**config.mk**
```make
export PLATFORM = sky130hd
export DESIGN_NAME = hmm_viterbi_path_decoder_unit_flat
export DESIGN_NICKNAME = d
export VERILOG_FILES = /design/src/rtl/hvd_pkg.sv /design/src/rtl/hvd_if.sv /design/src/rtl/hvd_ram.sv /design/src/rtl/hvd_front.sv /design/src/rtl/hvd_queue.sv /design/src/rtl/hvd_back.sv /design/src/rtl/hmm_viterbi_path_decoder_unit.sv /design/src/flat_wrapper.sv
export VERILOG_INCLUDE_DIRS = /design/src /design/src/rtl
export SDC_FILE = /design/constraint.sdc
export NUM_CORES = 2
export LEC_CHECK = 0
export ABC_AREA = 1
export BUFFER_PORTS_ARGS = -buffer_cell sky130_fd_sc_hd__clkbuf_2
export CORE_UTILIZATION = 35
export DETAILED_ROUTE_END_ITERATION = 10
export GPL_TIMING_DRIVEN = 0
export HOLD_SLACK_MARGIN = 0.05
export SYNTH_ARGS = -nofsm -noshare
export SYNTH_HDL_FRONTEND = slang
export SYNTH_SLANG_ARGS = --single-unit
```
**constraint.sdc**
```tcl
create_clock -name clk -period 27.6 [get_ports clk]
set_clock_uncertainty 0.15 [all_clocks]
set_input_delay 2.76 -clock clk [delete_from_list [all_inputs] [get_ports clk]]
set_output_delay 2.76 -clock clk [all_outputs]
set_load 0.02 [all_outputs]
```
**src/rtl/assert_macros.svh**
```systemverilog
// Assertion macros used by the top-level RTL file for its concurrent checks.
// Expects clk and rst_n in scope at the point of use.
`ifndef ASSERT_MACROS_SVH
`define ASSERT_MACROS_SVH

// Same-cycle implication, disabled during reset.
`define ASSERT_IMPL(label, ante, cons, msg) \
  label: assert property (@(posedge clk) disable iff (!rst_n) (ante) |-> (cons)) \
    else $error(msg);

// Next-cycle implication, disabled during reset.
`define ASSERT_NEXT(label, ante, cons, msg) \
  label: assert property (@(posedge clk) disable iff (!rst_n) (ante) |=> (cons)) \
    else $error(msg);

`endif

```
**src/rtl/hvd_pkg.sv**
```systemverilog
// Package for the HMM Viterbi path decoder: field widths, config codes,
// cost table, command and back-end state types. No dependencies.
package hvd_pkg;

  localparam int STATE_W     = 2;
  localparam int SYM_W       = 2;
  localparam int STEP_W      = 6;
  localparam int METRIC_W    = 16;
  localparam int COST_W      = 8;
  localparam int MAX_STATES  = 4;
  localparam int MAX_SYMBOLS = 4;
  localparam int CFG_IDX_W   = 3;
  localparam int CFG_DATA_W  = 64;
  localparam int QUEUE_DEPTH = 2;

  localparam logic [METRIC_W-1:0] METRIC_MAX = '1;

  typedef enum logic [CFG_IDX_W-1:0] {
    CFG_START_COSTS = 3'd0,
    CFG_TRANS_LOW   = 3'd1,
    CFG_TRANS_HIGH  = 3'd2,
    CFG_EMIT_LOW    = 3'd3,
    CFG_EMIT_HIGH   = 3'd4
  } cfg_reg_t;

  // Byte layout matches the register layout: trans[from][to], emit[state][symbol].
  typedef struct packed {
    logic [MAX_STATES-1:0][MAX_SYMBOLS-1:0][COST_W-1:0] emit;
    logic [MAX_STATES-1:0][MAX_STATES-1:0][COST_W-1:0]  trans;
    logic [MAX_STATES-1:0][COST_W-1:0]                  start;
  } cost_tbl_t;

  typedef enum logic [1:0] {
    OP_FIRST,
    OP_STEP,
    OP_TRACE
  } cmd_op_t;

  // t: step index of this item; for a final item it is also the last path index.
  typedef struct packed {
    cmd_op_t            op;
    logic [SYM_W-1:0]   sym;
    logic               fin;
    logic               ovf;
    logic [STEP_W-1:0]  t;
  } cmd_t;

  typedef enum logic [2:0] {
    B_IDLE,
    B_TB_START,
    B_TB_RUN,
    B_EM_RD,
    B_EM_LD
  } back_state_t;

endpackage

```
**src/rtl/hvd_if.sv**
```systemverilog
// Valid/ready channel interfaces for the decoder's observation input and
// path result output. Depends on hvd_pkg.
interface hvd_in_if;
  import hvd_pkg::*;
  logic             valid;
  logic             ready;
  logic [SYM_W-1:0] symbol;
  logic             first;
  logic             final_item;

  modport source (output valid, symbol, first, final_item, input ready);
  modport sink   (input valid, symbol, first, final_item, output ready);
endinterface

interface hvd_out_if;
  import hvd_pkg::*;
  logic                valid;
  logic                ready;
  logic [STATE_W-1:0]  path_state;
  logic [STEP_W-1:0]   step_index;
  logic                last_of_run;
  logic [METRIC_W-1:0] best_cost;
  logic                overflow;

  modport source (output valid, path_state, step_index, last_of_run, best_cost, overflow,
                  input ready);
  modport sink   (input valid, path_state, step_index, last_of_run, best_cost, overflow,
                  output ready);
endinterface

```
**src/rtl/hvd_ram.sv**
```systemverilog
// Generic single-write, single-read RAM with registered read data.
// No dependencies.
module hvd_ram #(
  parameter int  WIDTH = 8,
  parameter int  DEPTH = 64,
  localparam int AW    = $clog2(DEPTH)
) (
  input  logic             clk,
  input  logic             we,
  input  logic [AW-1:0]    waddr,
  input  logic [WIDTH-1:0] wdata,
  input  logic             re,
  input  logic [AW-1:0]    raddr,
  output logic [WIDTH-1:0] rdata
);

  logic [WIDTH-1:0] mem_r [DEPTH];
  logic [WIDTH-1:0] rdata_r;

  always_ff @(posedge clk) begin
    if (we) begin
      mem_r[waddr] <= wdata;
    end
    if (re) begin
      rdata_r <= mem_r[raddr];
    end
  end

  assign rdata = rdata_r;

endmodule

```
**src/rtl/hvd_front.sv**
```systemverilog
// Front end: accepts observations, tracks sequence state and step count,
// turns each item it keeps into a back-end command. Depends on hvd_pkg, hvd_if.
module hvd_front #(
  parameter int NUM_SYMBOLS = 4,
  parameter int MAX_LEN     = 64
) (
  input  logic          clk,
  input  logic          rst_n,
  hvd_in_if.sink        in_ch,
  input  logic          q_full,
  output logic          q_push,
  output hvd_pkg::cmd_t q_wdata
);
  import hvd_pkg::*;

  localparam int CNT_W = $clog2(MAX_LEN + 1);

  logic             open_r, open_nxt;
  logic [CNT_W-1:0] count_r, count_nxt;
  logic             ovf_r, ovf_nxt;
  logic             accept;
  logic             push_cmd;
  logic [SYM_W-1:0] sym_cl;
  cmd_t             cmd;

  assign in_ch.ready = !q_full;
  assign accept      = in_ch.valid && in_ch.ready;

  // out-of-range symbols clamp to the last one
  assign sym_cl = ({1'b0, in_ch.symbol} >= (SYM_W + 1)'(NUM_SYMBOLS)) ?
                  SYM_W'(NUM_SYMBOLS - 1) : in_ch.symbol;

  always_comb begin
    cmd.op    = OP_STEP;
    cmd.sym   = sym_cl;
    cmd.fin   = in_ch.final_item;
    cmd.ovf   = ovf_r;
    cmd.t     = STEP_W'(count_r);
    push_cmd  = 1'b0;
    open_nxt  = open_r;
    count_nxt = count_r;
    ovf_nxt   = ovf_r;
    priority if (in_ch.first) begin
      cmd.op    = OP_FIRST;
      cmd.t     = '0;
      cmd.ovf   = 1'b0;
      push_cmd  = 1'b1;
      open_nxt  = !in_ch.final_item;
      count_nxt = in_ch.final_item ? '0 : CNT_W'(1);
      ovf_nxt   = 1'b0;
    end else if (open_r && (count_r >= CNT_W'(MAX_LEN))) begin
      // full: drop the item, but a final one still triggers the traceback
      ovf_nxt  = 1'b1;
      cmd.op   = OP_TRACE;
      cmd.ovf  = 1'b1;
      cmd.t    = STEP_W'(MAX_LEN - 1);
      push_cmd = in_ch.final_item;
      if (in_ch.final_item) begin
        open_nxt  = 1'b0;
        count_nxt = '0;
      end
    end else if (open_r) begin
      push_cmd  = 1'b1;
      open_nxt  = !in_ch.final_item;
      count_nxt = in_ch.final_item ? '0 : count_r + 1'b1;
    end else begin
      // no open sequence: the item is taken and dropped
      push_cmd = 1'b0;
    end
  end

  assign q_push  = accept && push_cmd;
  assign q_wdata = cmd;

  always_ff @(posedge clk) begin
    if (!rst_n) begin
      open_r  <= 1'b0;
      count_r <= '0;
      ovf_r   <= 1'b0;
    end else if (accept) begin
      open_r  <= open_nxt;
      count_r <= count_nxt;
      ovf_r   <= ovf_nxt;
    end
  end

endmodule

```
**src/rtl/hvd_queue.sv**
```systemverilog
// Short command FIFO between front and back end.
// Depends on hvd_pkg.
module hvd_queue (
  input  logic          clk,
  input  logic          rst_n,
  input  logic          push,
  input  hvd_pkg::cmd_t push_data,
  output logic          full,
  input  logic          pop,
  output hvd_pkg::cmd_t pop_data,
  output logic          empty
);
  import hvd_pkg::*;

  localparam int PTR_W = $clog2(QUEUE_DEPTH);
  localparam int CNT_W = $clog2(QUEUE_DEPTH + 1);

  cmd_t             mem_r [QUEUE_DEPTH];
  logic [PTR_W-1:0] wr_ptr_r, rd_ptr_r;
  logic [CNT_W-1:0] cnt_r, cnt_nxt;

  assign full     = (cnt_r == CNT_W'(QUEUE_DEPTH));
  assign empty    = (cnt_r == '0);
  assign pop_data = mem_r[rd_ptr_r];

  always_comb begin
    cnt_nxt = cnt_r;
    unique case ({push, pop})
      2'b10:   cnt_nxt = cnt_r + 1'b1;
      2'b01:   cnt_nxt = cnt_r - 1'b1;
      default: cnt_nxt = cnt_r;
    endcase
  end

  always_ff @(posedge clk) begin
    if (push) begin
      mem_r[wr_ptr_r] <= push_data;
    end
  end

  always_ff @(posedge clk) begin
    if (!rst_n) begin
      wr_ptr_r <= '0;
      rd_ptr_r <= '0;
      cnt_r    <= '0;
    end else begin
      if (push) begin
        wr_ptr_r <= (wr_ptr_r == PTR_W'(QUEUE_DEPTH - 1)) ? '0 : wr_ptr_r + 1'b1;
      end
      if (pop) begin
        rd_ptr_r <= (rd_ptr_r == PTR_W'(QUEUE_DEPTH - 1)) ? '0 : rd_ptr_r + 1'b1;
      end
      cnt_r <= cnt_nxt;
    end
  end

endmodule

```
**src/rtl/hvd_back.sv**
```systemverilog
// Back end: add-compare-select, backpointer store, traceback and in-order
// path emission. Depends on hvd_pkg, hvd_if, hvd_ram.
module hvd_back #(
  parameter int NUM_STATES = 4,
  parameter int MAX_LEN    = 64,
  parameter int COST_BITS  = 8
) (
  input  logic               clk,
  input  logic               rst_n,
  input  hvd_pkg::cost_tbl_t tbl,
  input  logic               q_empty,
  input  hvd_pkg::cmd_t      q_cmd,
  output logic               q_pop,
  hvd_out_if.source          out_ch
);
  import hvd_pkg::*;

  localparam int AW     = $clog2(MAX_LEN);
  localparam int SIDX_W = $clog2(NUM_STATES);
  localparam int SUM_W  = METRIC_W + 2;

  back_state_t state_r, state_nxt;

  logic [NUM_STATES-1:0][METRIC_W-1:0] pm_r, pm_nxt, acs_pm, init_pm;
  logic [NUM_STATES-1:0][STATE_W-1:0]  acs_bp, bp_row;
  logic [AW-1:0]       n_m1_r, n_m1_nxt, tb_t_r, tb_t_nxt, em_t_r, em_t_nxt;
  logic [STATE_W-1:0]  cur_r, cur_nxt, best_st, bp_prev;
  logic [METRIC_W-1:0] cost_r, cost_nxt, best_cost;
  logic                ovf_r, ovf_nxt;
  logic                out_free, em_last;

  logic                out_valid_r, out_valid_nxt;
  logic [STATE_W-1:0]  out_state_r, out_state_nxt;
  logic [STEP_W-1:0]   out_step_r, out_step_nxt;
  logic                out_last_r, out_last_nxt;
  logic [METRIC_W-1:0] out_cost_r, out_cost_nxt;
  logic                out_ovf_r, out_ovf_nxt;

  logic                           bp_we, bp_re;
  logic [AW-1:0]                  bp_waddr, bp_raddr;
  logic [NUM_STATES*STATE_W-1:0]  bp_rdata;
  logic                           pt_we, pt_re;
  logic [AW-1:0]                  pt_waddr, pt_raddr;
  logic [STATE_W-1:0]             pt_wdata, pt_rdata;

  hvd_ram #(.WIDTH(NUM_STATES * STATE_W), .DEPTH(MAX_LEN)) u_bp_ram (
    .clk   (clk),
    .we    (bp_we),
    .waddr (bp_waddr),
    .wdata (acs_bp),
    .re    (bp_re),
    .raddr (bp_raddr),
    .rdata (bp_rdata)
  );

  hvd_ram #(.WIDTH(STATE_W), .DEPTH(MAX_LEN)) u_path_ram (
    .clk   (clk),
    .we    (pt_we),
    .waddr (pt_waddr),
    .wdata (pt_wdata),
    .re    (pt_re),
    .raddr (pt_raddr),
    .rdata (pt_rdata)
  );

  assign bp_row  = bp_rdata;
  assign bp_prev = bp_row[cur_r[SIDX_W-1:0]];

  // Initial metrics and one ACS step; sums saturate at METRIC_MAX.
  always_comb begin : acs
    logic [SUM_W-1:0]    sum;
    logic [METRIC_W-1:0] cand, bm;
    logic [STATE_W-1:0]  bi;
    acs_pm  = pm_r;
    init_pm = pm_r;
    acs_bp  = '0;
    sum     = '0;
    cand    = '0;
    bm      = '0;
    bi      = '0;
    for (int s = 0; s < NUM_STATES; s++) begin
      sum = SUM_W'(tbl.start[s][COST_BITS-1:0]) + SUM_W'(tbl.emit[s][q_cmd.sym][COST_BITS-1:0]);
      init_pm[s] = (sum > SUM_W'(METRIC_MAX)) ? METRIC_MAX : sum[METRIC_W-1:0];
      bm = METRIC_MAX;
      bi = '0;
      for (int i = 0; i < NUM_STATES; i++) begin
        sum = SUM_W'(pm_r[i]) + SUM_W'(tbl.trans[i][s][COST_BITS-1:0])
            + SUM_W'(tbl.emit[s][q_cmd.sym][COST_BITS-1:0]);
        cand = (sum > SUM_W'(METRIC_MAX)) ? METRIC_MAX : sum[METRIC_W-1:0];
        // strict compare keeps the lowest index on ties
        if ((i == 0) || (cand < bm)) begin
          bm = cand;
          bi = STATE_W'(i);
        end
      end
      acs_pm[s] = bm;
      acs_bp[s] = bi;
    end
  end

  always_comb begin : best_pick
    best_st   = '0;
    best_cost = pm_r[0];
    for (int s = 1; s < NUM_STATES; s++) begin
      if (pm_r[s] < best_cost) begin
        best_cost = pm_r[s];
        best_st   = STATE_W'(s);
      end
    end
  end

  assign out_free = !out_valid_r || out_ch.ready;
  assign em_last  = (em_t_r == n_m1_r);

  // next state
  always_comb begin
    state_nxt = state_r;
    unique case (state_r)
      B_IDLE: begin
        if (!q_empty && q_cmd.fin) begin
          state_nxt = B_TB_START;
        end
      end
      B_TB_START: state_nxt = (n_m1_r == '0) ? B_EM_RD : B_TB_RUN;
      B_TB_RUN: begin
        if (tb_t_r == AW'(1)) begin
          state_nxt = B_EM_RD;
        end
      end
      B_EM_RD: begin
        if (out_free) begin
          state_nxt = B_EM_LD;
        end
      end
      B_EM_LD: state_nxt = em_last ? B_IDLE : B_EM_RD;
      default: state_nxt = B_IDLE;
    endcase
  end

  // datapath and memory control
  always_comb begin
    q_pop    = 1'b0;
    bp_we    = 1'b0;
    bp_waddr = q_cmd.t[AW-1:0];
    bp_re    = 1'b0;
    bp_raddr = n_m1_r;
    pt_we    = 1'b0;
    pt_waddr = n_m1_r;
    pt_wdata = best_st;
    pt_re    = 1'b0;
    pt_raddr = em_t_r;
    pm_nxt   = pm_r;
    n_m1_nxt = n_m1_r;
    tb_t_nxt = tb_t_r;
    cur_nxt  = cur_r;
    em_t_nxt = em_t_r;
    cost_nxt = cost_r;
    ovf_nxt  = ovf_r;
    out_valid_nxt = out_valid_r && !out_ch.ready;
    out_state_nxt = out_state_r;
    out_step_nxt  = out_step_r;
    out_last_nxt  = out_last_r;
    out_cost_nxt  = out_cost_r;
    out_ovf_nxt   = out_ovf_r;
    unique case (state_r)
      B_IDLE: begin
        if (!q_empty) begin
          q_pop    = 1'b1;
          n_m1_nxt = q_cmd.t[AW-1:0];
          ovf_nxt  = q_cmd.ovf;
          unique case (q_cmd.op)
            OP_FIRST: pm_nxt = init_pm;
            OP_STEP: begin
              pm_nxt = acs_pm;
              bp_we  = 1'b1;
            end
            default: pm_nxt = pm_r;
          endcase
        end
      end
      B_TB_START: begin
        cost_nxt = best_cost;
        cur_nxt  = best_st;
        pt_we    = 1'b1;
        bp_re    = 1'b1;
        tb_t_nxt = n_m1_r;
        em_t_nxt = '0;
      end
      B_TB_RUN: begin
        // row tb_t_r is on the read port; step one entry back
        pt_we    = 1'b1;
        pt_waddr = tb_t_r - 1'b1;
        pt_wdata = bp_prev;
        cur_nxt  = bp_prev;
        bp_re    = 1'b1;
        bp_raddr = tb_t_r - 1'b1;
        tb_t_nxt = tb_t_r - 1'b1;
      end
      B_EM_RD: begin
        pt_re = out_free;
      end
      B_EM_LD: begin
        out_valid_nxt = 1'b1;
        out_state_nxt = pt_rdata;
        out_step_nxt  = STEP_W'(em_t_r);
        out_last_nxt  = em_last;
        out_cost_nxt  = cost_r;
        out_ovf_nxt   = ovf_r;
        em_t_nxt      = em_t_r + 1'b1;
      end
      default: q_pop = 1'b0;
    endcase
  end

  always_ff @(posedge clk) begin
    if (!rst_n) begin
      state_r     <= B_IDLE;
      out_valid_r <= 1'b0;
      pm_r        <= '0;
    end else begin
      state_r     <= state_nxt;
      out_valid_r <= out_valid_nxt;
      pm_r        <= pm_nxt;
    end
  end

  always_ff @(posedge clk) begin
    n_m1_r      <= n_m1_nxt;
    tb_t_r      <= tb_t_nxt;
    cur_r       <= cur_nxt;
    em_t_r      <= em_t_nxt;
    cost_r      <= cost_nxt;
    ovf_r       <= ovf_nxt;
    out_state_r <= out_state_nxt;
    out_step_r  <= out_step_nxt;
    out_last_r  <= out_last_nxt;
    out_cost_r  <= out_cost_nxt;
    out_ovf_r   <= out_ovf_nxt;
  end

  assign out_ch.valid       = out_valid_r;
  assign out_ch.path_state  = out_state_r;
  assign out_ch.step_index  = out_step_r;
  assign out_ch.last_of_run = out_last_r;
  assign out_ch.best_cost   = out_cost_r;
  assign out_ch.overflow    = out_ovf_r;

endmodule

```
**src/rtl/hmm_viterbi_path_decoder_unit.sv**
```systemverilog
// Top level of the HMM Viterbi path decoder: config registers, front end,
// command queue and back end. Depends on hvd_pkg, hvd_if, hvd_front,
// hvd_queue, hvd_back, assert_macros.svh.
//
// Decodes the most likely hidden-state path of a hidden Markov model with up
// to four states and four symbols, working in 8-bit negative-log costs so that
// sums replace products and the minimum replaces the maximum (ties go to the
// lower state index; metrics saturate at 16 bits). One observation is one
// transfer on in_ch. An item with first=1 opens a sequence; later items run
// add-compare-select and store one backpointer row per step; an item with
// final_item=1 starts the traceback, after which the path is sent on out_ch,
// one transfer per time step in ascending order, each carrying the best cost
// and the overflow flag. Items arriving while no sequence is open are taken
// and dropped; items beyond MAX_LEN steps are dropped and flagged in overflow.
// Timing: the front end takes one item per cycle, while the queue is not full,
// into a two-entry command queue; the back end retires a non-final item with
// one ACS pass over all states. For a final item of an n-step sequence the
// back end updates the metrics as for any item, picks the best state, walks
// n-1 traceback steps (one backpointer RAM read each), then for each result
// reads the path RAM and loads the output register, waiting while out_ch is
// stalled. The result register frees the back end once the last entry is
// loaded. Config writes must only happen while idle.
`include "assert_macros.svh"

module hmm_viterbi_path_decoder_unit #(
  parameter int NUM_STATES  = 4,
  parameter int NUM_SYMBOLS = 4,
  parameter int MAX_LEN     = 64,
  parameter int COST_BITS   = 8
) (
  input  logic                           clk,
  input  logic                           rst_n,
  hvd_in_if.sink                         in_ch,
  hvd_out_if.source                      out_ch,
  input  logic                           cfg_we,
  input  logic [hvd_pkg::CFG_IDX_W-1:0]  cfg_idx,
  input  logic [hvd_pkg::CFG_DATA_W-1:0] cfg_wdata
);
  import hvd_pkg::*;

  cost_tbl_t tbl_r;
  logic      q_push, q_full, q_pop, q_empty;
  cmd_t      q_wdata, q_cmd;
  logic      pop_trace, pop_first;

  // Config registers: costs are stored as written; the back end masks them
  // to COST_BITS. Unknown indexes are ignored.
  always_ff @(posedge clk) begin
    if (!rst_n) begin
      tbl_r <= '0;
    end else if (cfg_we) begin
      unique case (cfg_reg_t'(cfg_idx))
        CFG_START_COSTS: tbl_r.start       <= cfg_wdata[31:0];
        CFG_TRANS_LOW:   tbl_r.trans[1:0]  <= cfg_wdata;
        CFG_TRANS_HIGH:  tbl_r.trans[3:2]  <= cfg_wdata;
        CFG_EMIT_LOW:    tbl_r.emit[1:0]   <= cfg_wdata;
        CFG_EMIT_HIGH:   tbl_r.emit[3:2]   <= cfg_wdata;
        default:         tbl_r             <= tbl_r;
      endcase
    end
  end

  // Front end: sequence tracking and item classification.
  hvd_front #(
    .NUM_SYMBOLS (NUM_SYMBOLS),
    .MAX_LEN     (MAX_LEN)
  ) u_front (
    .clk     (clk),
    .rst_n   (rst_n),
    .in_ch   (in_ch),
    .q_full  (q_full),
    .q_push  (q_push),
    .q_wdata (q_wdata)
  );

  // Decouples input acceptance from traceback and emission bursts.
  hvd_queue u_queue (
    .clk       (clk),
    .rst_n     (rst_n),
    .push      (q_push),
    .push_data (q_wdata),
    .full      (q_full),
    .pop       (q_pop),
    .pop_data  (q_cmd),
    .empty     (q_empty)
  );

  // Back end: ACS, traceback, result register.
  hvd_back #(
    .NUM_STATES (NUM_STATES),
    .MAX_LEN    (MAX_LEN),
    .COST_BITS  (COST_BITS)
  ) u_back (
    .clk     (clk),
    .rst_n   (rst_n),
    .tbl     (tbl_r),
    .q_empty (q_empty),
    .q_cmd   (q_cmd),
    .q_pop   (q_pop),
    .out_ch  (out_ch)
  );

  assign pop_trace = q_pop && (q_cmd.op == OP_TRACE);
  assign pop_first = q_pop && (q_cmd.op == OP_FIRST);

  // Queue is never popped empty nor pushed full.
  `ASSERT_IMPL(a_pop_nonempty, q_pop, !q_empty, "command popped from empty queue")
  `ASSERT_IMPL(a_push_room, q_push, !q_full, "command pushed into full queue")
  // A trace-only command only comes from a dropped final item.
  `ASSERT_IMPL(a_trace_final, pop_trace, q_cmd.fin && q_cmd.ovf, "orphan trace command")
  // A sequence start always sits at step zero with a clean overflow flag.
  `ASSERT_IMPL(a_first_clean, pop_first, (q_cmd.t == '0) && !q_cmd.ovf, "unclean first command")

endmodule
```
**src/flat_wrapper.sv**
```systemverilog
// flat-port wrapper written by rule: the top's interface ports become plain ports
module hmm_viterbi_path_decoder_unit_flat import hvd_pkg::*;
#(
  parameter int NUM_STATES  = 4,
  parameter int NUM_SYMBOLS = 4,
  parameter int MAX_LEN     = 64,
  parameter int COST_BITS   = 8
)
  (clk, rst_n, cfg_we, cfg_idx, cfg_wdata, in_ch_valid, in_ch_symbol, in_ch_first, in_ch_final_item, in_ch_ready, out_ch_valid, out_ch_path_state, out_ch_step_index, out_ch_last_of_run, out_ch_best_cost, out_ch_overflow, out_ch_ready);
  hvd_in_if in_ch_i ();
  hvd_out_if out_ch_i ();
  input  logic clk;
  input  logic rst_n;
  input  logic cfg_we;
  input  logic [hvd_pkg::CFG_IDX_W-1:0] cfg_idx;
  input  logic [hvd_pkg::CFG_DATA_W-1:0] cfg_wdata;
  input wire logic [$bits(in_ch_i.valid)-1:0] in_ch_valid;
  input wire logic [$bits(in_ch_i.symbol)-1:0] in_ch_symbol;
  input wire logic [$bits(in_ch_i.first)-1:0] in_ch_first;
  input wire logic [$bits(in_ch_i.final_item)-1:0] in_ch_final_item;
  output wire logic [$bits(in_ch_i.ready)-1:0] in_ch_ready;
  output wire logic [$bits(out_ch_i.valid)-1:0] out_ch_valid;
  output wire logic [$bits(out_ch_i.path_state)-1:0] out_ch_path_state;
  output wire logic [$bits(out_ch_i.step_index)-1:0] out_ch_step_index;
  output wire logic [$bits(out_ch_i.last_of_run)-1:0] out_ch_last_of_run;
  output wire logic [$bits(out_ch_i.best_cost)-1:0] out_ch_best_cost;
  output wire logic [$bits(out_ch_i.overflow)-1:0] out_ch_overflow;
  input wire logic [$bits(out_ch_i.ready)-1:0] out_ch_ready;
  assign in_ch_i.valid = in_ch_valid;
  assign in_ch_i.symbol = in_ch_symbol;
  assign in_ch_i.first = in_ch_first;
  assign in_ch_i.final_item = in_ch_final_item;
  assign in_ch_ready = in_ch_i.ready;
  assign out_ch_valid = out_ch_i.valid;
  assign out_ch_path_state = out_ch_i.path_state;
  assign out_ch_step_index = out_ch_i.step_index;
  assign out_ch_last_of_run = out_ch_i.last_of_run;
  assign out_ch_best_cost = out_ch_i.best_cost;
  assign out_ch_overflow = out_ch_i.overflow;
  assign out_ch_i.ready = out_ch_ready;
  hmm_viterbi_path_decoder_unit #(.NUM_STATES(NUM_STATES), .NUM_SYMBOLS(NUM_SYMBOLS), .MAX_LEN(MAX_LEN), .COST_BITS(COST_BITS)) u_core (.clk(clk), .rst_n(rst_n), .in_ch(in_ch_i), .out_ch(out_ch_i), .cfg_we(cfg_we), .cfg_idx(cfg_idx), .cfg_wdata(cfg_wdata));
endmodule
```
==> results.sh <==
export IMPL_status="complete, but fails checks"
export IMPL_violations="max-capacitance violations, max-slew violations"
export IMPL_grt_setup_unrepaired="false"
export IMPL_cts_setup_buffers=0
export IMPL_hold_depth=0
export IMPL_die_y_um=426
export IMPL_finalMaxSlewViolations=5
export IMPL_clkSlewWorstSetupHoldPaths_ns=0.06
export IMPL_cts_sinks=1107
export IMPL_vias=54498
export IMPL_synth_edf_count=737
export IMPL_reg2reg_setup_slack_ns=13.50
export IMPL_yosys_cell_types_count=61
export IMPL_tightest_slew_ns=1.57
export IMPL_portBuffers=102
export IMPL_syn_cell_area_um2=62900
export IMPL_antenna_found_initial=5
export IMPL_ys_ff_latch=1107
export IMPL_drtIter0Drc=6597
export IMPL_grt_pass1_wl_um=350000
export IMPL_fillers=17910
export IMPL_r2r_end="u_core.u_back.u_bp_ram.mem_r[56][2]"
export IMPL_grtUsageTotal_pct=26.8
export IMPL_synth_warnings=0
export IMPL_hold_path_startpoint="u_core.u_back.cost_r[13]"
export IMPL_cp_required_ns=27.94
export IMPL_final_hold_viol_count=0
export IMPL_cp_arrival_ns=14.44
export IMPL_synth_nets=7774
export IMPL_gp_congestion=0.995
export IMPL_chipWidth_um=426
export IMPL_wirelength_um=250000
export IMPL_cts_hold_fix_buffers=0
export IMPL_synthCells=7168
export IMPL_period_share_pct=51.1
export IMPL_fin_crit_ns=14.10
export IMPL_wl_per_cell_um=25.3
export IMPL_avgViaCountPerCell=5.53
export IMPL_cp_end_kind="flop"
export IMPL_start_util_pct=35.3
export IMPL_antenna_left=0
export IMPL_setup_tns_final_ns=0
export IMPL_core_area_um2=178000
export IMPL_avgSynthCellArea_um2=8.78
export IMPL_regArea_um2=29500
export IMPL_final_nets=8012
export IMPL_synthToLayoutAreaGrowth_pct=12.2
export IMPL_path_class="reg2reg"
export IMPL_cts_buffers_inserted=110
export IMPL_hpwl_um=192000
export IMPL_drcViolationCount=0
export IMPL_synth_flop_cell="edfxtp_1"
export IMPL_r2r_cells=45
export IMPL_worst_path_dominant_cell_family="compound AO/OA/AOI/OAI gates"
export IMPL_dr_pass1_iters=6
export IMPL_async_flop_share_pct=0
export IMPL_setup_viol=0
export IMPL_cts_root_buf="clkbuf_16"
export IMPL_yosysTopAreaCellShare_pct=35.2
export IMPL_ctsResizeCount=0
export IMPL_synth_top_area_cell="edfxtp_1"
export IMPL_hold_class="reg2reg"
export IMPL_die_area_um2=181000
export IMPL_grt_max_degree=50
export IMPL_htree_levels=3
export IMPL_cts_tree="yes"
export IMPL_yosysMostFrequentCell="nand2_1"
export IMPL_cp_num_buf_inv=12
export IMPL_clk_path_buf_depth=3
export IMPL_grt_overflow=0
export IMPL_crit_slowest_cell="a2111oi_0"
export IMPL_drive_gt1_share_pct=6.15
export IMPL_multiInputGateArea_um2=28500
export IMPL_cap_violations=1
export IMPL_grt_pass1_vias=50865
export IMPL_netlist_top_cells_area="edfxtp_1 (35%), dfxtp_1 (12%), ha_1 (7.6%)"
export IMPL_min_to="u_core.u_back.out_ch.best_cost[13]"
export IMPL_slew_headroom_pct=-4.86
export IMPL_start_kind="flop"
export IMPL_synth_commonest_cells="nand2_1 (1179), inv_1 (974), edfxtp_1 (737)"
export IMPL_clock_latency_ns=0.79
export IMPL_row_count=155
export IMPL_pin_count=104
export IMPL_fmax_mhz=70.9
export IMPL_crit_fanout=33
export IMPL_worst_path_largest_cell_delay_ns=1.07
export IMPL_yosysSeqAreaShare_pct=46.9
state kept, by name (all words and copies together), names as in the netlist, 2 cells and up, named ones only:
signal and cells:
u_core.tbl_r 288, u_core.u_back.cost_r 16, u_core.u_back.cur_r 2, u_core.u_back.em_t_r 6
u_core.u_back.n_m1_r 6, u_core.u_back.out_ch.best_cost 16, u_core.u_back.out_ch.path_state 2, u_core.u_back.out_ch.step_index 6
u_core.u_back.pm_r 64, u_core.u_back.state_r 3, u_core.u_back.tb_t_r 6, u_core.u_back.u_bp_ram.mem_r 512
u_core.u_back.u_bp_ram.rdata 8, u_core.u_back.u_path_ram.mem_r 128, u_core.u_back.u_path_ram.rdata 2, u_core.u_front.count_r 7
u_core.u_queue.cnt_r 2, u_core.u_queue.mem_r 24
placed cells by master, fill, tap and decap left out, drive strengths merged, types with 4 or more instances in the layout:
| master | Yosys | final |
|---|---|---|
| ha | 382 | 382 |
| o221ai | 11 | 11 |
| a22o | 86 | 86 |
| o221a | 5 | 5 |
| xor2 | 72 | 72 |
| a211oi | 21 | 21 |
| a32oi | 32 | 32 |
| nor2 | 736 | 736 |
| a221oi | 73 | 73 |
| nand2 | 1208 | 1208 |
| dfxtp | 370 | 370 |
| buf | 42 | 66 |
| a21o | 5 | 5 |
| edfxtp | 737 | 737 |
| nand4 | 69 | 69 |
| bufinv | 0 | 14 |
| o21bai | 22 | 22 |
| or2 | 68 | 68 |
| nor3 | 50 | 50 |
| a2111oi | 6 | 6 |
| fa | 148 | 148 |
| o211ai | 7 | 7 |
| nor4 | 5 | 5 |
| a31oi | 32 | 32 |
| xnor2 | 25 | 25 |
| a21oi | 612 | 612 |
| o21a | 12 | 12 |
| and3 | 7 | 7 |
| clkinv | 13 | 60 |
| o22ai | 31 | 31 |
| clkbuf | 252 | 493 |
| clkinvlp | 0 | 4 |
| inv | 989 | 992 |
| o21ai | 703 | 703 |
| o31ai | 31 | 31 |
| nand3 | 284 | 284 |
| or4 | 4 | 4 |
routing by layer:
layer,up-vias,share of wire (%),GRT usage (%)
met5,-,0,0
met4,0,5.8,13.9
met3,574,8.9,4.35
met2,2748,47,43.9
met1,26403,39,34.0
li1,24773,-,-
final cells by class:
type                       instances  share of cell area, %
sequential                      1107                   41.8
multi-input combinational       4765                   40.4
inverter                        1002                   5.33
clock buffer                     139                   4.22
tap                             2355                   4.17
buffer                           294                   1.65
timing repair buffer             126                   1.25
clock inverter                    68                   1.13
antenna                            3                 0.0106
cell families (layout without fill, tap and decap cells):
logic type | Yosys count | after routing | synth area share [%]
AOI/OAI and AO/OA | 1697 | 1697 | 15.4
xor gates and xnor gates | 97 | 97 | 1.35
adders and majority gates | 530 | 530 | 12.3
buffers and inverters | 1296 | 1629 | 7.83
DFF | 1107 | 1107 | 46.9
muxes | 1 | 1 | 0.0159
other | 0 | 3 | 0
and+or+nand+nor | 2440 | 2440 | 16.2
how the worst max path moves through the flow:
| stage | slack [ns] | from | end | cells past startpoint |
|---|---|---|---|---|
| 6_report | 13.50 | flop | u_core.u_back.u_bp_ram.mem_r[56][2] | 45 |
| 5_1_grt | 12.87 | flop | u_core.u_back.u_bp_ram.mem_r[1][2] | 47 |
| 4_1_cts | 13.89 | flop | u_core.u_back.u_bp_ram.mem_r[56][2] | 45 |
| 3_5_place_dp | 13.91 | flop | u_core.u_back.u_bp_ram.mem_r[1][2] | 45 |
| 3_3_place_gp | 12.82 | flop | u_core.u_back.u_bp_ram.mem_r[56][2] | 46 |
| 2_1_floorplan | 18.03 | flop | u_core.u_back.u_bp_ram.mem_r[0][2] | 47 |
per-stage QoR:
stage / cell area [um^2] / utilization [%] / hold slack, ns / std cells / setup slack (ns)
2_1_floorplan: 62900 / - / 0.250 / 7168 / 18.03
3_3_place_gp: 66400 / 37.2 / 0.257 / 9625 / 12.82
3_5_place_dp: 66800 / 37.4 / 0.257 / 9648 / 13.91
4_1_cts: 70600 / 39.6 / 0.272 / 9855 / 13.89
5_1_grt: 70600 / 39.6 / 0.275 / 9857 / 12.87
6_report: 70600 / 39.6 / 0.270 / 9859 / 13.50
Power is not shown: default switching activity piles up to over one toggle a cycle in this logic, so the estimate is an artifact.
